===== config.mk =====
export PLATFORM = sky130hd
export DESIGN_NAME = multi_channel_oneshot_timer_unit
export DESIGN_NICKNAME = d
export VERILOG_FILES = /design/src/hw/rtl/omt_pkg.sv /design/src/hw/rtl/omt_cell.sv /design/src/hw/rtl/multi_channel_oneshot_timer_unit.sv
export SDC_FILE = /design/constraint.sdc
export NUM_CORES = 1
export LEC_CHECK = 0
export BUFFER_PORTS_ARGS = -buffer_cell sky130_fd_sc_hd__buf_2
export CORE_MARGIN = 2
export CORE_UTILIZATION = 50
export CTS_CLUSTER_DIAMETER = 30
export DETAILED_ROUTE_END_ITERATION = 10
export GPL_ROUTABILITY_DRIVEN = 0
export PLACE_DENSITY = 0.71
export SETUP_SLACK_MARGIN = 0.02
export SLEW_MARGIN = 20
export SYNTH_ARGS = -nofsm -noshare
export SYNTH_HDL_FRONTEND = slang
export SYNTH_SLANG_ARGS = --single-unit

===== constraint.sdc =====
create_clock -name clk -period 3.75 [get_ports clk]
set_input_delay 0.5625 -clock clk [delete_from_list [all_inputs] [get_ports clk]]
set_output_delay 0.5625 -clock clk [all_outputs]
set_load 0.03 [all_outputs]

===== src/hw/rtl/omt_pkg.sv =====
// ----------------------------------------------------------------------------
// omt_pkg - shared types and constants for the one-shot timer bank
// Item layouts, command codes, controller states and per-cell slot record.
// ----------------------------------------------------------------------------
`default_nettype none

package omt_pkg;

    // Field widths fixed by the item layouts
    localparam int CH_W   = 3;
    localparam int TICK_W = 16;
    localparam int TAG_W  = 16;
    localparam int CMD_W  = 2;

    // Channels reachable through the channel field
    localparam int ADDRESSABLE      = 1 << CH_W;
    localparam int CHANNELS_DEFAULT = 8;

    // Command codes
    typedef enum logic [CMD_W-1:0] {
        CMD_TICK  = 2'd0,
        CMD_START = 2'd1,
        CMD_STOP  = 2'd2
    } cmd_t;

    // Controller states
    typedef enum logic {
        ST_IDLE,
        ST_SCAN
    } state_t;

    // Request item
    typedef struct packed {
        logic [CMD_W-1:0]  command;
        logic [CH_W-1:0]   channel;
        logic              deliver_by_message;
        logic [TICK_W-1:0] ticks;
        logic [TAG_W-1:0]  handler_tag;
    } req_item_t;

    // Expiry event item
    typedef struct packed {
        logic [CH_W-1:0]  expired_channel;
        logic             expired_mode;
        logic [TAG_W-1:0] expired_tag;
        logic             last_event;
    } evt_item_t;

    // Expiry record held in each cell and shifted towards cell 0
    typedef struct packed {
        logic             valid;
        logic [CH_W-1:0]  channel;
        logic             mode;
        logic [TAG_W-1:0] tag;
    } slot_t;

    // Strobes from the controller to every cell
    typedef struct packed {
        logic tick;
        logic start;
        logic stop;
        logic shift;
    } cell_ctrl_t;

endpackage

`default_nettype wire


===== src/hw/rtl/omt_cell.sv =====
// ----------------------------------------------------------------------------
// omt_cell - one timer channel of the bank
// Holds count, mode, tag and active flag; on expiry fills its event slot,
// which then shifts down the chain one cell per cycle while shift is strobed.
// ----------------------------------------------------------------------------
`default_nettype none

module omt_cell #(
    parameter int INDEX = 0
) (
    input  wire                            clk,
    input  wire                            rst_n,
    input  omt_pkg::cell_ctrl_t            ctrl,
    input  wire  [omt_pkg::CH_W-1:0]       channel,
    input  wire                            deliver_by_message,
    input  wire  [omt_pkg::TICK_W-1:0]     ticks,
    input  wire  [omt_pkg::TAG_W-1:0]      handler_tag,
    input  omt_pkg::slot_t                 slot_up,
    input  wire                            behind_up,
    output omt_pkg::slot_t                 slot,
    output logic                           behind
);

    localparam logic [omt_pkg::CH_W-1:0] MY_CH = omt_pkg::CH_W'(INDEX);

    logic                       active_reg;
    logic                       active_next;
    logic                       mode_reg;
    logic                       mode_next;
    logic [omt_pkg::TICK_W-1:0] remain_reg;
    logic [omt_pkg::TICK_W-1:0] remain_next;
    logic [omt_pkg::TAG_W-1:0]  tag_reg;
    logic [omt_pkg::TAG_W-1:0]  tag_next;
    logic                       slot_valid_reg;
    logic                       slot_valid_next;
    logic                       slot_mode_reg;
    logic                       slot_mode_next;
    logic [omt_pkg::CH_W-1:0]   slot_ch_reg;
    logic [omt_pkg::CH_W-1:0]   slot_ch_next;
    logic [omt_pkg::TAG_W-1:0]  slot_tag_reg;
    logic [omt_pkg::TAG_W-1:0]  slot_tag_next;
    logic                       hit;
    logic                       expire;

    assign hit    = (channel == MY_CH);
    assign expire = ctrl.tick && active_reg && (remain_reg <= omt_pkg::TICK_W'(1));

    // Load, stop and count down the channel
    always_comb
    begin
        active_next = active_reg;
        mode_next   = mode_reg;
        remain_next = remain_reg;
        tag_next    = tag_reg;
        if (ctrl.start && hit)
        begin
            active_next = 1'b1;
            mode_next   = deliver_by_message;
            tag_next    = handler_tag;
            remain_next = (ticks == '0) ? omt_pkg::TICK_W'(1) : ticks;
        end
        else if (ctrl.stop && hit)
        begin
            active_next = 1'b0;
        end
        else if (ctrl.tick && active_reg)
        begin
            if (expire)
            begin
                active_next = 1'b0;
                remain_next = '0;
            end
            else
            begin
                remain_next = remain_reg - omt_pkg::TICK_W'(1);
            end
        end
    end

    // Fill the slot on expiry, otherwise take the upstream neighbour's slot
    always_comb
    begin
        slot_valid_next = slot_valid_reg;
        slot_mode_next  = slot_mode_reg;
        slot_ch_next    = slot_ch_reg;
        slot_tag_next   = slot_tag_reg;
        if (ctrl.tick)
        begin
            slot_valid_next = expire;
            slot_mode_next  = mode_reg;
            slot_ch_next    = MY_CH;
            slot_tag_next   = tag_reg;
        end
        else if (ctrl.shift)
        begin
            slot_valid_next = slot_up.valid;
            slot_mode_next  = slot_up.mode;
            slot_ch_next    = slot_up.channel;
            slot_tag_next   = slot_up.tag;
        end
    end

    always_ff @(posedge clk or negedge rst_n)
    begin
        if (!rst_n)
        begin
            active_reg     <= 1'b0;
            mode_reg       <= 1'b0;
            slot_valid_reg <= 1'b0;
        end
        else
        begin
            active_reg     <= active_next;
            mode_reg       <= mode_next;
            slot_valid_reg <= slot_valid_next;
        end
    end

    // Payload, no reset
    always_ff @(posedge clk)
    begin
        remain_reg    <= remain_next;
        tag_reg       <= tag_next;
        slot_mode_reg <= slot_mode_next;
        slot_ch_reg   <= slot_ch_next;
        slot_tag_reg  <= slot_tag_next;
    end

    assign slot.valid   = slot_valid_reg;
    assign slot.channel = slot_ch_reg;
    assign slot.mode    = slot_mode_reg;
    assign slot.tag     = slot_tag_reg;

    // Any pending record at or beyond this cell
    assign behind = slot_valid_reg || behind_up;

endmodule

`default_nettype wire


===== src/hw/rtl/multi_channel_oneshot_timer_unit.sv =====
// ----------------------------------------------------------------------------
// multi_channel_oneshot_timer_unit - bank of one-shot countdown timers
// Start, stop and tick commands drive a chain of timer cells; expiry events
// leave in ascending channel order with the final one of a tick flagged.
// ----------------------------------------------------------------------------
//
//  channel | direction | handshake            | payload
//  --------+-----------+----------------------+------------------------------
//  req     | in        | req_valid / req_stall | omt_pkg::req_item_t commands
//  evt     | out       | evt_valid / evt_stall | omt_pkg::evt_item_t expiries
//
//  A tick counts down all channels at once, then the event slots shift one
//  cell per cycle towards cell 0; the chain is empty after one shift more
//  than the highest expiring channel (at most LIVE, which is at most 8), and
//  the bank goes idle in the cycle after that. req_stall is high from the
//  cycle after a tick until then, and evt_stall can hold it high for longer.
//  The chain only shifts when the event register is free or being taken.
//  Reset clears active flags, modes, pending slots and the event valid flag.
// ----------------------------------------------------------------------------
`default_nettype none

module multi_channel_oneshot_timer_unit #(
    parameter int CHANNELS = omt_pkg::CHANNELS_DEFAULT
) (
    input  wire                 clk,
    input  wire                 rst_n,
    input  wire                 req_valid,
    output logic                req_stall,
    input  omt_pkg::req_item_t  req,
    output logic                evt_valid,
    input  wire                 evt_stall,
    output omt_pkg::evt_item_t  evt
);

    localparam int LIVE = (CHANNELS < omt_pkg::ADDRESSABLE) ? CHANNELS
                                                             : omt_pkg::ADDRESSABLE;

    omt_pkg::state_t     state_reg;
    omt_pkg::state_t     state_next;
    omt_pkg::cell_ctrl_t ctrl;
    omt_pkg::slot_t      slots [LIVE+1];
    logic [LIVE:0]       behind;
    logic                accept;
    logic                advance;
    logic                evt_valid_reg;
    logic                evt_valid_next;
    omt_pkg::evt_item_t  evt_reg;
    omt_pkg::evt_item_t  evt_next;

    assign accept  = req_valid && !req_stall;
    assign advance = !evt_valid_reg || !evt_stall;

    // Command decode into per-cell strobes
    always_comb
    begin
        ctrl.tick  = accept && (req.command == omt_pkg::CMD_TICK);
        ctrl.start = accept && (req.command == omt_pkg::CMD_START);
        ctrl.stop  = accept && (req.command == omt_pkg::CMD_STOP);
        ctrl.shift = (state_reg == omt_pkg::ST_SCAN) && advance;
    end

    // Terminate the far end of the chain
    assign slots[LIVE]  = '0;
    assign behind[LIVE] = 1'b0;

    // Row of timer cells
    for (genvar i = 0; i < LIVE; i++)
    begin : g_cell
        omt_cell #(
            .INDEX(i)
        ) u_cell (
            .clk                (clk),
            .rst_n              (rst_n),
            .ctrl               (ctrl),
            .channel            (req.channel),
            .deliver_by_message (req.deliver_by_message),
            .ticks              (req.ticks),
            .handler_tag        (req.handler_tag),
            .slot_up            (slots[i+1]),
            .behind_up          (behind[i+1]),
            .slot               (slots[i]),
            .behind             (behind[i])
        );
    end

    // Sequence: idle until a tick, then drain the chain
    always_comb
    begin
        state_next     = state_reg;
        evt_valid_next = evt_valid_reg && evt_stall;
        evt_next       = evt_reg;
        req_stall      = (state_reg == omt_pkg::ST_SCAN);
        unique case (state_reg)
            omt_pkg::ST_IDLE:
            begin
                if (ctrl.tick)
                begin
                    state_next = omt_pkg::ST_SCAN;
                end
            end
            omt_pkg::ST_SCAN:
            begin
                if (!behind[0])
                begin
                    state_next = omt_pkg::ST_IDLE;
                end
                else if (advance && slots[0].valid)
                begin
                    evt_valid_next           = 1'b1;
                    evt_next.expired_channel = slots[0].channel;
                    evt_next.expired_mode    = slots[0].mode;
                    evt_next.expired_tag     = slots[0].tag;
                    evt_next.last_event      = !behind[1];
                end
            end
            default:
            begin
                state_next = omt_pkg::ST_IDLE;
            end
        endcase
    end

    always_ff @(posedge clk or negedge rst_n)
    begin
        if (!rst_n)
        begin
            state_reg     <= omt_pkg::ST_IDLE;
            evt_valid_reg <= 1'b0;
        end
        else
        begin
            state_reg     <= state_next;
            evt_valid_reg <= evt_valid_next;
        end
    end

    // Event payload, no reset
    always_ff @(posedge clk)
    begin
        evt_reg <= evt_next;
    end

    assign evt_valid = evt_valid_reg;
    assign evt       = evt_reg;

    // The chain holds no records while idle
    a_idle_empty: assert property (@(posedge clk) disable iff (!rst_n)
        (state_reg == omt_pkg::ST_IDLE) |-> !behind[0])
        else $error("expiry records left in chain while idle");

    // A flagged final event leaves the chain empty
    a_last_drains: assert property (@(posedge clk) disable iff (!rst_n)
        (ctrl.shift && slots[0].valid && !behind[1]) |=> !behind[0])
        else $error("records remain after final event");

    // A tick always starts a drain pass
    a_tick_scan: assert property (@(posedge clk) disable iff (!rst_n)
        ctrl.tick |=> (state_reg == omt_pkg::ST_SCAN))
        else $error("tick did not start drain");

    // Records never reach the output while it is stalled and full
    a_no_overwrite: assert property (@(posedge clk) disable iff (!rst_n)
        (evt_valid_reg && evt_stall) |-> !ctrl.shift)
        else $error("chain shifted into a stalled event register");

endmodule

`default_nettype wire

==> impl_results.md <==
* Post-Syn Area per Cell at ~12 um^2
* Worst setup path startpoint: g_cell[0].u_cell.remain_reg[8]
* Data required, critical path at 4080 ps
* Largest area contributor in the netlist: edfxtp_1
* Pre-Repair DR Iteration Count at 5
* Die Footprint at about 42000 um^2
* Number of global-route vias before repair at ~14000
* Max Slew Vio Count at 0
* Post CTS Setup Buffer Count at 0
* Clock Sinks at between 400 and 500
* Area delta synth->final at 21.3%
* Post-synth EDFFs at around 410
* RSZ-0062 raised after global routing: no
* Post-detailed-route count of antenna-violating nets at 0
* Cell Area, Synth at between 15000 and 20000 um^2
* Largest net degree at the start of global routing at roughly 140
* Number of I/O port buffers at 64
* Met3 global-route usage at under 10%
* Die height at around 200 um
* Fillcell total at just under 3000
* H-tree Lvls at 3
* # DRC at 0
* LEAKAGE at approximately 8.8 nW
* Clock root buffer: clkbuf_16
* Top cell type's share of synthesized area at around 62%
* Max Cap Violations at 0
* Row count at 73
* Sequential area share after synthesis at approximately two thirds
* Layout cell share with drive strength beyond 1 at 17.1%
* Sequential cell area at between 10000 and 15000 um^2
* Worst-skew pair later-pin latency at slightly above 600 ps
* FF-to-FF End: g_cell[0].u_cell.remain_reg[4]
* Vias post-DR at between 10000 and 15000
* Drt via density at around 5.5
* Global-route usage over all layers at 22.2%
* Iter 0 DRT Violations at between 1000 and 1500
* Hold path depth at 3
* Pwr/cell area at 719 nW/um^2
* Worst R2R Start: g_cell[0].u_cell.remain_reg[8]
* Status: finished, final reports clean
* Core Region at 39500 um^2
* Crit. End Element: flop
* Worst Path Buf+Inv at 1
* Ports at 65
* Slew @ Worst Pin at a little over 800 ps
* Starting density of the core at 50.5%
* DRT Wirelength at between 40 and 50 mm
* Slowest-stage cell, CP: nor4b_2
* Most used DFF post-synth: edfxtp_1
* M1 GR Usage at 28.6%
* Die width at 204 um
* Hpwl dp at 26.0 mm
* Layout Skew at about 19 ps
* Yosys reg bits at 460
* Hold Violations, Final at 0
* Syn Inst Count at 1690
* Worst-path clk slew at approximately 50 ps
* Crit Path Max Fanout at 6
* Top cells by area, synth: edfxtp_1 62%, nand2_1 10%, dfrtp_1 3.3%
* Maximum clock rate at between 0.3 and 0.4 GHz
* TritonCTS buffer count at between 90 and 100
* Flop2flop setup slack at roughly 1000 ps
* Setup CP Type: flop to flop
* Top-count cell post-synth: nand2_1
* Crit path DAT at around 3100 ps
* Number of diodes at 0
* TritonCTS clock tree: yes
* Sum Neg Setup Slack at 0 ps
* CTS Buffer Depth at 3
* Worst-case hold path end point: evt_valid
* Critical path's largest stage delay at about 620 ps
* Reg2reg path depth at 5
* Synth warnings at 0
* Crit share post-route at roughly three quarters
* Hold_ws at ~220 ps
* Final critical-path required period at between 2000 and 3000 ps
* Final-stage net count at 1862
* Relative slew slack at 44.4%
* Global-route wire length before repair at ~72 mm
* Synth Net Count at approximately 1700
* Asr flop ratio synth at under 10%
* HP Class: input port to flop
* Global route overflow at 0
* Hold path start: evt_stall
* Crit-path cells: or4_1 -> nor4_1 -> nor4b_2 -> buf_4 -> o31ai_1
* Final setup violation count at 0
* Global routing's busiest layer: met2
* Worst setup SP type: flop
* Crit-path leading delay family: simple AND/OR/NAND/NOR gates
* Synth unique cells at 55
* WL/cell at 18.7 um
* Post-synth top cells: 558 x nand2_1, 413 x edfxtp_1, 71 x clkbuf_1
* Max VDD drop at approximately 0.49 mV
* Met2 Use GR at between 30% and 40%
* Multi-input gate area at about 6000 um^2
* Initial antenna violation count at 0
worst max-delay path by stage:
stage,to,depth (start not counted),slack [ps]
after CTS,g_cell[0].u_cell.remain_reg[4],5,1040
after global placement,g_cell[2].u_cell.mode_reg,7,870
after global routing,g_cell[0].u_cell.remain_reg[4],5,880
final,g_cell[0].u_cell.remain_reg[4],5,1000
after detailed placement,g_cell[2].u_cell.mode_reg,7,820
after floorplan,g_cell[0].u_cell.slot_mode_reg,4,260
stage by stage:
step / instance area [um^2] / cells / utilization (%) / total power, mW / worst slack (ps)
2_1_floorplan: 20000 / 1690 / - / 8.60 / 263
3_3_place_gp: 21000 / 2234 / 53.2 / 9.16 / 874
3_5_place_dp: 21000 / 2234 / 53.2 / 9.26 / 819
4_1_cts: 24200 / 2407 / 61.3 / 17.6 / 1040
5_1_grt: 24200 / 2407 / 61.3 / 18.2 / 877
6_report: 24200 / 2407 / 61.3 / 17.4 / 1000
final cells by class:
| type | count | share of cell area, % |
|---|---|---|
| flip-flops and latches | 460 | 55.6 |
| multi-input cells | 1128 | 25.5 |
| clock buffers | 99 | 9.73 |
| clock inverters | 73 | 3.45 |
| well taps | 525 | 2.71 |
| repair buffers | 99 | 2.62 |
| inverters | 23 | 0.377 |
logic make-up after synthesis:
kind of cell             share of synthesized area, %
adder cells (fa/ha/maj)                          1.00
multiplexers                                    0.564
flip-flops                                       67.4
XOR/XNOR                                         4.25
buffers and inverters                            1.97
AO/OA/AOI/OAI                                    7.50
AND/OR/NAND/NOR                                  17.3
worst reg2reg max path, cell delays in order (launching register included):
cell and delay [ps]:
edfxtp_1 440, or4_1 580, nor4_1 490, nor4b_2 620
buf_4 260, o31ai_1 80
metal layers:
metal / vias up / share of wire, %
li1: 6308 / -
met1: 6464 / 42
met2: 430 / 49
met3: 86 / 6.0
met4: 0 / 2.4
met5: - / 0
power breakdown:
| group | total (mW) | switching, mW | leakage (nW) | internal, mW |
|---|---|---|---|---|
| sequential | 7.35 | 0.339 | 4.39 | 7.01 |
| clock | 8.26 | 2.82 | 1.54 | 5.44 |
| combinational | 1.83 | 1.29 | 2.91 | 0.534 |
| total | 17.4 | 4.45 | 8.83 | 13.0 |
repair_timing:
action,4_1_cts,5_1_grt
hold buffers,1,0
hold endpoints to repair,26,0
gates resized for setup,0,0
layout by cell type (no fill, tap or decap), types with 13 or more instances in the layout:
| master | instances |
|---|---|
| a21oi_1 | 27 |
| and2_1 | 17 |
| buf_2 | 64 |
| buf_4 | 30 |
| clkbuf_16 | 92 |
| dfrtp_1 | 26 |
| dfxtp_1 | 21 |
| edfxtp_1 | 413 |
| ha_1 | 16 |
| inv_1 | 21 |
| nand2_1 | 557 |
| nand3_1 | 13 |
| nor2_1 | 62 |
| nor3_1 | 33 |
| nor4_1 | 19 |
| o21ai_0 | 14 |
| o21ai_1 | 44 |
| o21ai_2 | 21 |
| o31ai_1 | 70 |
| or4_1 | 16 |
| xnor2_1 | 60 |
| xor2_1 | 37 |
(Power assumes the default switching activity.)
